==> config.mk <==
export PLATFORM = sky130hd
export DESIGN_NAME = protobuf_wire_tokenizer
export DESIGN_NICKNAME = d
export VERILOG_FILES = /design/src/pwt_pkg.sv /design/src/pwt_decode.sv /design/src/pwt_outq.sv /design/src/protobuf_wire_tokenizer.sv
export VERILOG_INCLUDE_DIRS = /design/src /design/src/src
export SDC_FILE = /design/constraint.sdc
export NUM_CORES = 1
export LEC_CHECK = 0
export BUFFER_PORTS_ARGS = -buffer_cell sky130_fd_sc_hd__buf_2
export CELL_PAD_IN_SITES_DETAIL_PLACEMENT = 0
export CELL_PAD_IN_SITES_GLOBAL_PLACEMENT = 1
export CORE_MARGIN = 10
export CORE_UTILIZATION = 50
export DETAILED_ROUTE_END_ITERATION = 8
export PLACE_DENSITY = 0.89
export SYNTH_ARGS = -nofsm -noshare
export SYNTH_HDL_FRONTEND = slang
export SYNTH_SLANG_ARGS = --single-unit
==> constraint.sdc <==
create_clock -name clk -period 14.4 [get_ports clk]
set_input_delay 2.88 -clock clk [delete_from_list [all_inputs] [get_ports clk]]
set_output_delay 2.88 -clock clk [all_outputs]
set_load 0.05 [all_outputs]
==> src/protobuf_wire_tokenizer_defines.svh <==
// Assertion macros shared by the tokenizer modules.
`ifndef PROTOBUF_WIRE_TOKENIZER_DEFINES_SVH
`define PROTOBUF_WIRE_TOKENIZER_DEFINES_SVH

// Same-cycle implication, checked outside reset.
`define PWT_ASSERT_NOW(label, clk, rst, ante, cons, msg) \
  label: assert property (@(posedge clk) disable iff (rst) (ante) |-> (cons)) else $error(msg);

// Next-cycle implication, checked outside reset.
`define PWT_ASSERT_NEXT(label, clk, rst, ante, cons, msg) \
  label: assert property (@(posedge clk) disable iff (rst) (ante) |=> (cons)) else $error(msg);

`endif

==> src/pwt_pkg.sv <==
// Types and constants of the protobuf wire tokenizer.
`timescale 1ns / 1ps

package pwt_pkg;

  // Widest length-delimited length that is accepted, in bits.
  localparam int LENGTH_BITS = 32;

  // Output queue depth and pointer width.
  localparam int OQ_DEPTH = 4;
  localparam int OQ_AW    = 2;

  // Wire types from the low three bits of a tag.
  localparam logic [2:0] WT_VARINT   = 3'd0;
  localparam logic [2:0] WT_FIXED64  = 3'd1;
  localparam logic [2:0] WT_LENDELIM = 3'd2;
  localparam logic [2:0] WT_FIXED32  = 3'd5;

  // Error codes carried in the value of an error token.
  localparam logic [2:0] ERR_NONE   = 3'd0;
  localparam logic [2:0] ERR_WIRE   = 3'd1;
  localparam logic [2:0] ERR_LONG   = 3'd2;
  localparam logic [2:0] ERR_LENGTH = 3'd3;
  localparam logic [2:0] ERR_TRUNC  = 3'd4;

  typedef enum logic [2:0] {
    PH_TAG = 3'd0,
    PH_VAR = 3'd1,
    PH_LEN = 3'd2,
    PH_PAY = 3'd3,
    PH_FIX = 3'd4
  } phase_t;

  typedef enum logic [2:0] {
    KIND_VARINT  = 3'd0,
    KIND_LENHDR  = 3'd1,
    KIND_PAYLOAD = 3'd2,
    KIND_FIXED   = 3'd3,
    KIND_END     = 3'd4,
    KIND_ERROR   = 3'd5
  } kind_t;

  typedef struct packed {
    kind_t        kind;
    logic [28:0]  field;
    logic [2:0]   wkind;
    logic [63:0]  value;
    logic         run_end;
  } token_t;

  // Tokens produced by one accepted word, first one in t0.
  typedef struct packed {
    logic [1:0] cnt;
    token_t     t0;
    token_t     t1;
  } tok_push_t;

endpackage

==> src/pwt_decode.sv <==
// Wire-format decoder: parse state registers and per-byte token generation.
`timescale 1ns / 1ps
`include "protobuf_wire_tokenizer_defines.svh"

module pwt_decode (
  input  logic               clk,
  input  logic               rst,
  input  logic               accept,
  input  logic [7:0]         in_byte,
  input  logic               in_last,
  output pwt_pkg::tok_push_t push
);

  pwt_pkg::phase_t                    phase, phase_next;
  logic [63:0]                        accumulator, acc_next;
  logic [3:0]                         byte_count, byte_count_next;
  logic [28:0]                        held_field, held_field_next;
  logic [2:0]                         held_wire, held_wire_next;
  logic [pwt_pkg::LENGTH_BITS-1:0]    bytes_left, bytes_left_next;
  logic                               draining, draining_next;

  logic [3:0]   vcnt;
  logic [6:0]   vsh;
  logic [63:0]  acc_var;
  logic [2:0]   fcnt;
  logic [3:0]   fcnt_inc;
  logic [3:0]   fneed;
  logic [5:0]   fsh;
  logic [63:0]  acc_fix;
  logic [2:0]   err;
  logic         done;
  logic         data_v;
  logic         extra_v;
  pwt_pkg::token_t data_tok, extra_tok;

  function automatic pwt_pkg::token_t mk_token(pwt_pkg::kind_t kind, logic [28:0] field,
                                               logic [2:0] wkind, logic [63:0] value);
    pwt_pkg::token_t t;
    t.kind    = kind;
    t.field   = field;
    t.wkind   = wkind;
    t.value   = value;
    t.run_end = 1'b0;
    return t;
  endfunction

  // Varint byte lands seven bits at a time; the tenth byte saturates the position.
  assign vcnt    = (byte_count > 4'd9) ? 4'd9 : byte_count;
  assign vsh     = 7'(vcnt) * 7'd7;
  assign acc_var = accumulator | ({56'd0, 1'b0, in_byte[6:0]} << vsh);

  // Fixed-width bodies collect whole bytes little-endian.
  assign fcnt     = byte_count[2:0];
  assign fcnt_inc = {1'b0, fcnt} + 4'd1;
  assign fneed    = (held_wire == pwt_pkg::WT_FIXED64) ? 4'd8 : 4'd4;
  assign fsh      = {fcnt, 3'b000};
  assign acc_fix  = accumulator | ({56'd0, in_byte} << fsh);

  // Next state and tokens for the word on the input.
  always_comb begin
    phase_next      = phase;
    acc_next        = accumulator;
    byte_count_next = byte_count;
    held_field_next = held_field;
    held_wire_next  = held_wire;
    bytes_left_next = bytes_left;
    draining_next   = draining;
    err             = pwt_pkg::ERR_NONE;
    done            = 1'b0;
    data_v          = 1'b0;
    extra_v         = 1'b0;
    data_tok        = mk_token(pwt_pkg::KIND_VARINT, 29'd0, 3'd0, 64'd0);
    extra_tok       = mk_token(pwt_pkg::KIND_END, 29'd0, 3'd0, 64'd0);

    if (draining) begin
      // Drop words until the last one, which restores the reset state.
      if (in_last) begin
        phase_next      = pwt_pkg::PH_TAG;
        acc_next        = '0;
        byte_count_next = '0;
        held_field_next = '0;
        held_wire_next  = '0;
        bytes_left_next = '0;
        draining_next   = 1'b0;
      end
    end else begin
      case (phase)
        pwt_pkg::PH_TAG, pwt_pkg::PH_VAR, pwt_pkg::PH_LEN: begin
          acc_next = acc_var;
          if (in_byte[7]) begin
            if (vcnt >= 4'd9) begin
              err = pwt_pkg::ERR_LONG;
            end else begin
              byte_count_next = vcnt + 4'd1;
            end
          end else begin
            byte_count_next = '0;
            if (phase == pwt_pkg::PH_TAG) begin
              held_field_next = acc_var[31:3];
              held_wire_next  = acc_var[2:0];
              acc_next        = '0;
              case (acc_var[2:0])
                pwt_pkg::WT_VARINT:   phase_next = pwt_pkg::PH_VAR;
                pwt_pkg::WT_LENDELIM: phase_next = pwt_pkg::PH_LEN;
                pwt_pkg::WT_FIXED64,
                pwt_pkg::WT_FIXED32:  phase_next = pwt_pkg::PH_FIX;
                default:              err        = pwt_pkg::ERR_WIRE;
              endcase
            end else if (phase == pwt_pkg::PH_VAR) begin
              data_v   = 1'b1;
              data_tok = mk_token(pwt_pkg::KIND_VARINT, held_field, held_wire, acc_var);
              done     = 1'b1;
            end else begin
              // Length header: reject bits at or above the length width.
              if ((acc_var >> pwt_pkg::LENGTH_BITS) != 64'd0) begin
                err = pwt_pkg::ERR_LENGTH;
              end else begin
                data_v   = 1'b1;
                data_tok = mk_token(pwt_pkg::KIND_LENHDR, held_field, held_wire, acc_var);
                if (acc_var == 64'd0) begin
                  done = 1'b1;
                end else begin
                  bytes_left_next = acc_var[pwt_pkg::LENGTH_BITS-1:0];
                  acc_next        = '0;
                  phase_next      = pwt_pkg::PH_PAY;
                end
              end
            end
          end
        end
        pwt_pkg::PH_PAY: begin
          data_v   = 1'b1;
          data_tok = mk_token(pwt_pkg::KIND_PAYLOAD, held_field, held_wire, {56'd0, in_byte});
          if (bytes_left != '0) begin
            bytes_left_next = bytes_left - 1'b1;
          end
          if (bytes_left <= pwt_pkg::LENGTH_BITS'(1)) begin
            done = 1'b1;
          end
        end
        pwt_pkg::PH_FIX: begin
          acc_next        = acc_fix;
          byte_count_next = fcnt_inc;
          if (fcnt_inc >= fneed) begin
            data_v   = 1'b1;
            data_tok = mk_token(pwt_pkg::KIND_FIXED, held_field, held_wire, acc_fix);
            done     = 1'b1;
          end
        end
        default: begin
          phase_next = pwt_pkg::PH_TAG;
        end
      endcase

      // A last word that leaves a field open is a truncated message.
      if (err == pwt_pkg::ERR_NONE && !done && in_last) begin
        err = pwt_pkg::ERR_TRUNC;
      end

      if (err != pwt_pkg::ERR_NONE) begin
        extra_v         = 1'b1;
        extra_tok       = mk_token(pwt_pkg::KIND_ERROR, 29'd0, 3'd0, 64'(err));
        phase_next      = pwt_pkg::PH_TAG;
        acc_next        = '0;
        byte_count_next = '0;
        held_field_next = '0;
        held_wire_next  = '0;
        bytes_left_next = '0;
        draining_next   = !in_last;
      end else if (done) begin
        phase_next      = pwt_pkg::PH_TAG;
        acc_next        = '0;
        byte_count_next = '0;
        bytes_left_next = '0;
        if (in_last) begin
          extra_v         = 1'b1;
          held_field_next = '0;
          held_wire_next  = '0;
        end
      end
    end
  end

  // Pack the tokens; the final one of the word carries run_end.
  always_comb begin
    push.cnt        = accept ? ({1'b0, data_v} + {1'b0, extra_v}) : 2'd0;
    push.t0         = data_v ? data_tok : extra_tok;
    push.t0.run_end = !(data_v && extra_v);
    push.t1         = extra_tok;
    push.t1.run_end = 1'b1;
  end

  // Parse state.
  always_ff @(posedge clk) begin
    if (rst) begin
      phase       <= pwt_pkg::PH_TAG;
      accumulator <= '0;
      byte_count  <= '0;
      held_field  <= '0;
      held_wire   <= '0;
      bytes_left  <= '0;
      draining    <= 1'b0;
    end else if (accept) begin
      phase       <= phase_next;
      accumulator <= acc_next;
      byte_count  <= byte_count_next;
      held_field  <= held_field_next;
      held_wire   <= held_wire_next;
      bytes_left  <= bytes_left_next;
      draining    <= draining_next;
    end
  end

  `PWT_ASSERT_NOW(a_second_is_closing, clk, rst, push.cnt == 2'd2, push.t1.kind == pwt_pkg::KIND_ERROR || push.t1.kind == pwt_pkg::KIND_END, "second token of a word is neither error nor end")
  `PWT_ASSERT_NOW(a_drain_silent, clk, rst, accept && draining, push.cnt == 2'd0, "token produced while draining")
  `PWT_ASSERT_NEXT(a_payload_flow, clk, rst, accept && !draining && phase == pwt_pkg::PH_PAY && !in_last, phase == pwt_pkg::PH_PAY || phase == pwt_pkg::PH_TAG, "payload byte left an unexpected phase")

endmodule

==> src/pwt_outq.sv <==
// Output token queue: up to two writes and one read per cycle.
`timescale 1ns / 1ps
`include "protobuf_wire_tokenizer_defines.svh"

module pwt_outq (
  input  logic               clk,
  input  logic               rst,
  input  pwt_pkg::tok_push_t push,
  output logic               space,
  output logic               out_valid,
  input  logic               out_ready,
  output pwt_pkg::token_t    out_tok
);

  pwt_pkg::token_t          mem [pwt_pkg::OQ_DEPTH];
  logic [pwt_pkg::OQ_AW-1:0] wr_ptr, rd_ptr;
  logic [pwt_pkg::OQ_AW:0]   count, count_next;
  logic                      pop;
  logic [pwt_pkg::OQ_AW-1:0] wr_ptr_1;

  assign pop       = out_valid && out_ready;
  assign out_valid = count != '0;
  assign out_tok   = mem[rd_ptr];
  assign wr_ptr_1  = wr_ptr + 1'b1;
  // Room for the two tokens a word can produce.
  assign space     = count <= (pwt_pkg::OQ_AW + 1)'(pwt_pkg::OQ_DEPTH - 2);
  assign count_next = count + (pwt_pkg::OQ_AW + 1)'(push.cnt) - (pwt_pkg::OQ_AW + 1)'(pop);

  // Token storage.
  always_ff @(posedge clk) begin
    if (push.cnt != 2'd0) begin
      mem[wr_ptr] <= push.t0;
    end
    if (push.cnt == 2'd2) begin
      mem[wr_ptr_1] <= push.t1;
    end
  end

  // Pointers and fill level.
  always_ff @(posedge clk) begin
    if (rst) begin
      wr_ptr <= '0;
      rd_ptr <= '0;
      count  <= '0;
    end else begin
      wr_ptr <= wr_ptr + pwt_pkg::OQ_AW'(push.cnt);
      rd_ptr <= rd_ptr + pwt_pkg::OQ_AW'(pop);
      count  <= count_next;
    end
  end

  `PWT_ASSERT_NOW(a_count_bound, clk, rst, 1'b1, count <= (pwt_pkg::OQ_AW + 1)'(pwt_pkg::OQ_DEPTH), "queue fill level beyond depth")
  `PWT_ASSERT_NOW(a_push_room, clk, rst, push.cnt != 2'd0, space, "tokens pushed without room for them")
  `PWT_ASSERT_NEXT(a_pop_only, clk, rst, pop && push.cnt == 2'd0, count + 1'b1 == $past(count), "fill level not reduced by a lone read")

endmodule

==> src/protobuf_wire_tokenizer.sv <==
// Tokens are registered in the output queue as their word is accepted and leave in order.
// Throughput: one byte per cycle while m_tready holds and each byte gives at most one token;
// a byte that ends a message gives two tokens, as can a byte that errors, and the single
// output read per cycle then paces input through the four-entry output queue.
// Reset: synchronous, clears the parse state to expecting a tag and empties the queue.
`timescale 1ns / 1ps

module protobuf_wire_tokenizer (
  input  logic         clk,
  input  logic         rst,
  input  logic         s_tvalid,
  output logic         s_tready,
  input  logic [7:0]   s_tdata,   // [7:0] msg_byte
  input  logic         s_tlast,   // msg_last
  output logic         m_tvalid,
  input  logic         m_tready,
  output logic [95:0]  m_tdata,   // [28:0] field_number, [31:29] wire_kind, [95:32] token_value
  output logic [2:0]   m_tuser,   // [2:0] token_kind
  output logic         m_tlast    // run_end
);

  pwt_pkg::tok_push_t push;
  pwt_pkg::token_t    tok;
  logic               accept;

  assign accept = s_tvalid && s_tready;

  // Byte decoder.
  pwt_decode u_dec (
    .clk     (clk),
    .rst     (rst),
    .accept  (accept),
    .in_byte (s_tdata),
    .in_last (s_tlast),
    .push    (push)
  );

  // Result queue between the decoder and the output side.
  pwt_outq u_oq (
    .clk       (clk),
    .rst       (rst),
    .push      (push),
    .space     (s_tready),
    .out_valid (m_tvalid),
    .out_ready (m_tready),
    .out_tok   (tok)
  );

  assign m_tdata = {tok.value, tok.wkind, tok.field};
  assign m_tuser = tok.kind;
  assign m_tlast = tok.run_end;

endmodule
; ---- Word-level counts from Yosys, hierarchy flattened
; Memories as Yosys holds them, arrays and structs flattened. A register that Yosys moved wholly into a read port is not among the register bits.
; Index checks and enable logic that the tools add are counted.
[totals]
memories = 1
latch_bits = 0
input_bits = 13
register_bits = 143
ram_bits = 400
romBits = 0
[classes]
reduce_logical = 28
muxes = 104
mul = 1
add_sub_neg = 9
bitwise_logic = 2
div = 0
n_shift = 2
n_lt_le_gt_ge = 5
n_eq_ne = 22
[mem_list]
columns = memory, words, width, read_ports, rd_ports_with_merged_regs, wr, line_no
row1 = u_oq.mem, 4, 100, 1, 1, 2, pwt_outq.sv:15  ; pwt_pkg::token_t mem [pwt_pkg::OQ_DEPTH];
[ops]
columns = operator, count
row1 = $mux W100, 6
row2 = $mux W64, 9
row3 = $mux W32, 10
row4 = $pmux W100 S3, 1
row5 = $mux W29, 8
row6 = $mux W98, 2
row7 = $or A64 B64 Y64, 2
row8 = $pmux W64 S2, 1
row9 = $mux W99, 1
row10 = $mux W3, 23
row11 = $logic_not A64 Y1, 1
row12 = $pmux W32 S2, 1
row13 = $reduce_bool A64 Y1, 1
row14 = $shl A7 B7 Y64, 1
row15 = $shl A8 B6 Y64, 1
row16 = $le A32 B1 Y1 const B, 1
row17 = $mux W4, 8
row18 = $reduce_bool A32 Y1, 1
row19 = $sub A32 B1 Y32 const B, 1
row20 = $mux W1, 25
row21 = $ne A5 B4 Y1 const B, 4
row22 = $ne A6 B4 Y1 const B, 3
row23 = $reduce_bool A5 Y1, 2
row24 = $eq A3 B1 Y1 const B, 3
row25 = other kinds (40), 57

; ---- Logic depth before layout (Yosys ltp)
; Gate-level depths: netlist of the first run.
[depth]
word_depth = 26
depth_mapped = 23
ltp_nobuf = 16

; ---- By module
; A second synthesis of the first run with hierarchy kept.
[hier_totals]
cells_unflattened = 2349
hier_area_um2 = 29482.0
[by_module_without_submodules]
columns = module, instances, area_per_inst_um2, cells_per_inst
row1 = pwt_outq, 1, 19807.7, 1013
row2 = pwt_decode, 1, 9668.0, 1335
row3 = protobuf_wire_tokenizer, 1, 6.3, 1

; ---- Worst setup path before layout of the first run
; OpenSTA, ideal clock, no wires.
[synth_path]
kind = input to register
from = in s_tdata[4]
to = mem u_oq.mem[0][26] (netlist bit)
path_stages = 18
arrival_ns = 6.709
slack_ns = 7.622
required_time_ns = 14.331
setup_ns = 0.069
cell_sequence = buf_2 > or4_1 > nand2_1 > nand4_1 > or4_1 > buf_2 > nor2_4 > a31oi_2 > buf_2 > nor2_1 > ha_1 > o21ai_1 > nor3_1 > nor2_1 > clkbuf_1 > clkbuf_1 > nand2_1 > o21ai_1
[synth_lines]
columns = item, line_no
row1 = "start, declared", protobuf_wire_tokenizer.sv:13  ; input logic [7:0] s_tdata,
row2 = "end, declared", pwt_outq.sv:15

==> results of run 1 <==
[cell families after synthesis]
family	count (synthesis)	synth area share, %
AO/OA/AOI/OAI	905	25.3
AND/OR/NAND/NOR	659	13.0
flip-flops	543	46.9
buffers and inverters	236	3.99
multiplexers	100	9.58
adder cells (fa/ha/maj)	16	0.883
XOR/XNOR	8	0.298
[final cells by class]
class / count / area [sq um] / area share (%)
repair buffers: 158 / 901 / 3.43
inverters: 27 / 101 / 0.386
clock buffers: 67 / 1490 / 5.68
multi-input cells: 1688 / 11600 / 44.3
flip-flops and latches: 543 / 11000 / 42.1
clock inverters: 30 / 314 / 1.20
well taps: 607 / 759 / 2.89
[metal layers]
layer	track usage (%)	share of wire, %
met5	0	0.016
met4	16.4	6.5
met3	4.99	8.7
met2	42.6	46
met1	33.7	39
[path summary, 6_finish.rpt]
check                                   start                            to  slack [ns]  depth (start not counted)
max reg2reg  u_dec.byte_count[1]$_SDFFE_PP0P_  u_oq.mem[0][99]$_SDFFE_PP1P_        7.16                         18
min              u_oq.mem[1][40]$_SDFFE_PP0N_  u_oq.mem[1][40]$_SDFFE_PP0N_        0.45                          2
min reg2reg      u_oq.mem[1][40]$_SDFFE_PP0N_  u_oq.mem[1][40]$_SDFFE_PP0N_        0.45                          2
max                                s_tdata[3]  u_oq.mem[0][99]$_SDFFE_PP1P_        6.18                         16
[worst max-delay path, cell delays in order]
cell,delay (ns)
buf_2,0.39
nor2b_1,0.48
o21ai_0,0.17
o2111ai_1,0.21
or4_1,0.37
nor2_4,0.07
a31oi_2,0.74
nor2_1,0.09
ha_1,0.40
o21ai_1,0.41
nor3_1,0.22
nor2_4,0.84
buf_4,0.74
inv_1,0.30
nor2_1,0.18
nor2_1,0.05
[flip-flops by register name (all words and copies together), names as in the netlist]
register,count
u_dec.accumulator,64
u_oq.rd_ptr,2
u_oq.count,3
u_dec.held_wire,3
u_dec.phase,3
u_dec.bytes_left,32
u_oq.wr_ptr,2
u_oq.mem,400
u_dec.draining,1
u_dec.byte_count,4
u_dec.held_field,29
[through the flow]
| step | area (sq um) | utilization [%] | total power, mW | std cells |
|---|---|---|---|---|
| global placement | 24400 | 52.5 | 2.10 | 3023 |
| global route | 26200 | 56.4 | 3.62 | 3120 |
| CTS | 26200 | 56.4 | 3.52 | 3120 |
| finish | 26200 | 56.4 | 3.52 | 3120 |
| floorplan | 23500 | - | 1.96 | 2467 |
| detailed placement | 24400 | 52.5 | 2.11 | 3023 |
[cells in the final DEF (no fill, tap or decap), types with 6 or more instances in the layout]
cell,synthesis,final
a22o_1,152,152
a22oi_1,21,21
inv_1,27,27
or3_1,6,6
o22a_1,53,53
o31ai_1,7,7
clkbuf_16,0,55
nor2_1,77,73
o21ai_0,278,278
nand4_1,17,17
nor3_1,35,33
a32oi_1,7,7
buf_2,33,114
nor4_1,13,13
o2111ai_1,6,6
ha_1,15,15
o2bb2ai_1,34,34
o21ai_1,21,21
a41oi_1,18,18
o21a_1,7,6
and2_1,10,10
nand2_1,377,373
a21oi_1,161,160
buf_4,3,44
dfxtp_1,527,525
o211ai_1,12,12
or2_2,8,8
clkinv_2,0,12
nor2b_1,16,16
clkbuf_8,0,7
mux4_2,100,100
edfxtp_1,16,16
nand3_1,47,47
o22ai_1,66,66
or4_1,10,10
a31oi_1,23,23
[where the power goes]
group	internal [mW]	switching (mW)	total, mW
combinational	0.149	0.342	0.491
sequential	1.53	0.0575	1.59
clock	0.825	0.610	1.43
==> flow_metrics.py, run 1 <==
metrics = {
    "logic_synthesis": {
        "synthCells": 2467,
        "yosysWarningCount": 0,
        "synth-seq-area-share_pct": 46.9,
        "postSynthRegisterBits": 543,
        "syn_area_sq_um": 23500,
        "synth_edf_count": 16,
        "yosysTopAreaCellShare_pct": 44.9,
        "synth.area.top_cells": "dfxtp_1 45%, mux4_2 9.6%, nand2_1 6.0%",
        "yosys-top-cells-count": "527 x dfxtp_1, 377 x nand2_1, 278 x o21ai_0, 161 x a21oi_1",
        "yosys.area.top_type": "dfxtp_1",
        "synthDistinctLibCells": 82,
        "synth_top_flop_cell": "dfxtp_1",
        "synth.net_count": 2496,
        "synthArstFlopShare_pct": 0,
        "yosys.cell_count.top_type": "dfxtp_1",
        "syn_area_per_cell_sq_um": 9.53,
    },
    "sta": {
        "finalHoldViolCount": 0,
        "final.setup.tns_ns": 0,
        "relSlewSlack_pct": 9.42,
        "skew_ns": 0.0150,
        "worst_pin_slew_ns": 1.36,
        "setup_ws_ns": 6.18,
        "maxSlewViolCount": 0,
        "holdWs_ns": 0.448,
        "period_share_pct": 57.1,
        "grt_setup_unrepaired": "false",
        "clock.fmax_mhz": 122,
        "setup_viol": 0,
        "min_period_ns": 8.22,
    },
    "critical_path": {
        "crit_path_end_kind": "register",
        "crit_path_start_kind": "input port",
        "cp.required_ns": 14.88,
        "path_max_fanout": 59,
        "arrival_ns": 8.70,
        "crit_type": "in2reg",
    },
    "routing": {
        "wl_per_cell_um": 25.4,
        "postRouteWirelength_um": 79300,
        "first_pass_iters": 6,
        "via_count": 20800,
        "drc": 0,
        "ant_nets": 0,
        "viasPerCell": 6.67,
        "initialDrtViolationCount": 2553,
    },
    "finish": {
        "nets": 2501,
        "nFillCells": 3974,
        "area_growth_pct": 11.6,
        "drive_gt1_share_pct": 16.0,
        "antenna_cells": 0,
    },
    "power": {
        "power_leakage_nw": 9.26,
        "p_per_area_nw_per_um2": 134,
        "vdd_ir_drop_max_uv": 111,
    },
    "clocking": {
        "postCtsResizedCells": 0,
        "cts.hold.buffers_added": 0,
        "clkSinkCount": 543,
        "clkLatencyLatePin_ns": 0.61,
        "root_buffer": "clkbuf_16",
        "htreeDepth": 2,
        "cts_buffers": 54,
        "path_clk_slew_ns": 0.06,
        "clockBufferDepth": 3,
        "cts_tree": "built",
        "postCtsSetupBuffers": 0,
    },
    "floorplanning": {
        "die_h_um": 237,
        "dieArea_sq_um": 56100,
        "initial_core_util_pct": 50.5,
        "fp.dieW_um": 237,
        "rows": 79,
        "core_area_sq_um": 46600,
        "ios": 115,
    },
    "flow_run": {
        "drv_cap": 0,
    },
    "global_routing": {
        "antenna_found_initial": 1,
        "grt_pass1_vias": 19800,
        "grt-ovfl-total": 0,
        "grt_usage_pct": 26.9,
        "grt_max_degree": 61,
        "grt_pass1_wl_um": 121000,
    },
    "place": {
        "place_congestion": 0.963,
        "post-place-ws_ns": 5.73,
        "hpwl_um": 51300,
        "portBuffers": 114,
    },
    "worst_hold_path": {
        "hold_path_class": "reg2reg",
    },
    "status": {
        "status": "finished, final reports clean",
    },
}
Note: power is estimated with default switching activity, not from simulation.
==> run 2, diff against run 1 <==
--- a/config.mk
+++ b/config.mk
@@ -6,13 +6,14 @@
 export SDC_FILE = /design/constraint.sdc
 export NUM_CORES = 1
 export LEC_CHECK = 0
+export ABC_AREA = 1
 export BUFFER_PORTS_ARGS = -buffer_cell sky130_fd_sc_hd__buf_2
 export CELL_PAD_IN_SITES_DETAIL_PLACEMENT = 0
 export CELL_PAD_IN_SITES_GLOBAL_PLACEMENT = 1
 export CORE_MARGIN = 10
-export CORE_UTILIZATION = 50
+export CORE_UTILIZATION = 45
 export DETAILED_ROUTE_END_ITERATION = 8
-export PLACE_DENSITY = 0.89
+export PLACE_DENSITY = 0.87
 export SYNTH_ARGS = -nofsm -noshare
 export SYNTH_HDL_FRONTEND = slang
 export SYNTH_SLANG_ARGS = --single-unit
==> constraint.sdc (replaced) <==
create_clock -name clk -period 8.3 [get_ports clk]
set_input_delay 1.66 -clock clk [delete_from_list [all_inputs] [get_ports clk]]
set_output_delay 1.66 -clock clk [all_outputs]
set_load 0.05 [all_outputs]
==> run 2 against run 1 <==
First-iteration DRC count up 24%; worst setup slack worse by 4.7 ns; critical path depth up 14; die area up 21%; via count up 28%; critical path type unchanged; sequential share of layout area down 3.8 points; combinational power rose to 9.5 times the previous value; critical endpoint is now u_oq.mem[0][83]$_SDFFE_PP0P_.
==> flow_metrics.py, run 2 <==
metrics = {
    "clocking": {
        "clkLatencyLatePin_ns": 0.63,
        "root_buffer": "clkbuf_16",
        "clkSinkCount": 543,
        "postCtsResizedCells": 0,
        "htreeDepth": 2,
        "path_clk_slew_ns": 0.06,
        "cts.hold.buffers_added": 0,
        "cts_buffers": 58,
        "clockBufferDepth": 3,
        "cts_tree": "built",
        "postCtsSetupBuffers": 0,
    },
    "floorplanning": {
        "ios": 115,
        "dieArea_sq_um": 67700,
        "initial_core_util_pct": 45.2,
        "fp.dieW_um": 260,
        "die_h_um": 260,
        "core_area_sq_um": 57500,
        "rows": 88,
    },
    "worst_hold_path": {
        "hold_path_class": "reg2reg",
    },
    "routing": {
        "initialDrtViolationCount": 3171,
        "via_count": 26700,
        "drc": 0,
        "postRouteWirelength_um": 93400,
        "first_pass_iters": 6,
        "ant_nets": 0,
        "viasPerCell": 5.77,
        "wl_per_cell_um": 20.2,
    },
    "global_routing": {
        "grt_usage_pct": 26.5,
        "grt_pass1_vias": 24400,
        "grt-ovfl-total": 0,
        "antenna_found_initial": 6,
        "grt_max_degree": 113,
        "grt_pass1_wl_um": 145000,
    },
    "critical_path": {
        "cp_slowest_stage_delay_ns": 0.58,
        "cpMaxStageDelayCell": "clkinv_2",
        "crit_path_end_kind": "register",
        "crit_path_start_kind": "input port",
        "path_max_fanout": 39,
        "arrival_ns": 7.26,
        "crit_type": "in2reg",
        "cp.required_ns": 8.78,
        "cpMostUsedCell": "nand2_1",
    },
    "power": {
        "p_per_area_nw_per_um2": 363,
        "vdd_ir_drop_max_uv": 273,
        "power_leakage_nw": 11.3,
        "power_mw": 10.5,
    },
    "place": {
        "portBuffers": 114,
        "hpwl_um": 58200,
        "place_congestion": 0.992,
    },
    "logic_synthesis": {
        "yosysWarningCount": 0,
        "synth_edf_count": 16,
        "synthDistinctLibCells": 44,
        "yosys.cell_count.top_type": "nand2_1",
        "synthArstFlopShare_pct": 0,
        "syn_area_sq_um": 26000,
        "yosys-top-cells-count": "885 x nand2_1, 768 x o21ai_0, 582 x nor2_1, 527 x dfxtp_1, 222 x clkbuf_1",
        "synth.area.top_cells": "dfxtp_1 41%, o21ai_0 15%, nand2_1 13%",
        "synth_top_flop_cell": "dfxtp_1",
        "synth-seq-area-share_pct": 42.5,
        "synth.net_count": 3890,
        "yosys.area.top_type": "dfxtp_1",
        "yosysTopAreaCellShare_pct": 40.6,
        "synthCells": 3861,
        "postSynthRegisterBits": 543,
        "syn_area_per_cell_sq_um": 6.73,
    },
    "finish": {
        "largest_register_ffs": 400,
        "seqCellArea_sq_um": 11000,
        "regMostFlops": "u_oq.mem",
        "drive_gt1_share_pct": 8.29,
        "layout_commonest_cell": "nand2_1",
        "area_growth_pct": 11.2,
        "nFillCells": 5952,
        "multi_input_area_sq_um": 13000,
        "nets": 3840,
        "layout_common_cells": "884 x nand2_1, 768 x o21ai_0, 579 x nor2_1",
        "largestRegisters": "u_oq.mem (400), u_dec.accumulator (64), u_dec.bytes_left (32)",
    },
    "sta": {
        "clock.fmax_mhz": 148,
        "finalHoldViolCount": 0,
        "skew_ns": 0.0192,
        "min_period_ns": 6.78,
        "final.setup.tns_ns": 0,
        "setup_viol": 0,
        "grt_setup_unrepaired": "false",
        "worst_pin_slew_ns": 1.16,
        "maxSlewViolCount": 0,
        "relSlewSlack_pct": 22.9,
        "period_share_pct": 81.6,
    },
    "flow_run": {
        "drv_cap": 0,
    },
    "status": {
        "status": "finished, final reports clean",
    },
}
==> run 2: cell count changes after synthesis, sizes merged, moves of 67 or more <==
| cell | delta |
|---|---|
| mux4 | -100 |
| inv | +192 |
| nor2 | +508 |
| o22ai | +110 |
| nand3 | +67 |
| clkbuf | +72 |
| o21ai | +474 |
| a22o | -152 |
| nand2 | +514 |
==> run 2: critical path, delay by kind of cell <==
family          cells  cell delay (ns)
simple gates       19             3.05
buf+inv             8             1.84
fa+ha+maj           1             0.35
compound gates      2             0.31
==> run 2: report_power, final <==
group	switching (mW)	total [mW]	internal, mW
Sequential	0.238	3.09	2.85
Combinational	3.56	4.67	1.11
Clock	1.12	2.73	1.61
==> run 2: path summary, 6_finish.rpt <==
check	slack (ns)	depth (start not counted)	end	start
worst min-delay path	0.45	2	u_oq.mem[2][73]$_SDFFE_PP0N_	u_oq.mem[2][73]$_SDFFE_PP0N_
worst max register to register	1.82	33	u_oq.mem[0][83]$_SDFFE_PP0P_	u_dec.byte_count[0]$_SDFFE_PP0P_
worst max-delay path	1.52	30	u_oq.mem[0][83]$_SDFFE_PP0P_	s_tdata[2]
worst min register to register	0.45	2	u_oq.mem[2][73]$_SDFFE_PP0N_	u_oq.mem[2][73]$_SDFFE_PP0N_
==> run 2: metal layers <==
layer | global-route usage [%] | wire length (um) | vias to the layer above
li1 | - | - | 12700
met1 | 36.3 | 40100 | 12500
met2 | 40.9 | 41100 | 1250
met3 | 5.27 | 8830 | 195
met4 | 9.54 | 3250 | 10
met5 | 0.511 | 97 | -
==> run 2: cell families after synthesis <==
kind of cell | synth area share [%]
DFF | 42.5
buffers and inverters | 7.74
and+or+nand+nor | 25.1
xor gates and xnor gates | 0.539
AOI/OAI and AO/OA | 23.4
adders and majority gates | 0.800
==> run 2: through the flow <==
stage	hold slack, ns	setup slack (ns)	area [sq um]	util (%)	std cells
3_5_place_dp	0.439	1.05	26900	46.7	4516
3_3_place_gp	0.432	1.14	26900	46.7	4516
5_1_grt	0.471	1.20	28900	50.2	4625
6_report	0.452	1.52	28900	50.2	4625
4_1_cts	0.454	1.70	28900	50.2	4623
2_1_floorplan	0.423	2.78	26000	-	3861
==> run 2: area by class of cell <==
class | count | share of cell area [%]
clock inverter | 24 | 0.975
multi-input combinational | 2813 | 44.9
tap | 765 | 3.31
antenna | 2 | 0.0173
timing repair buffer | 172 | 3.61
inverter | 223 | 2.95
sequential | 543 | 38.2
clock buffer | 83 | 6.01
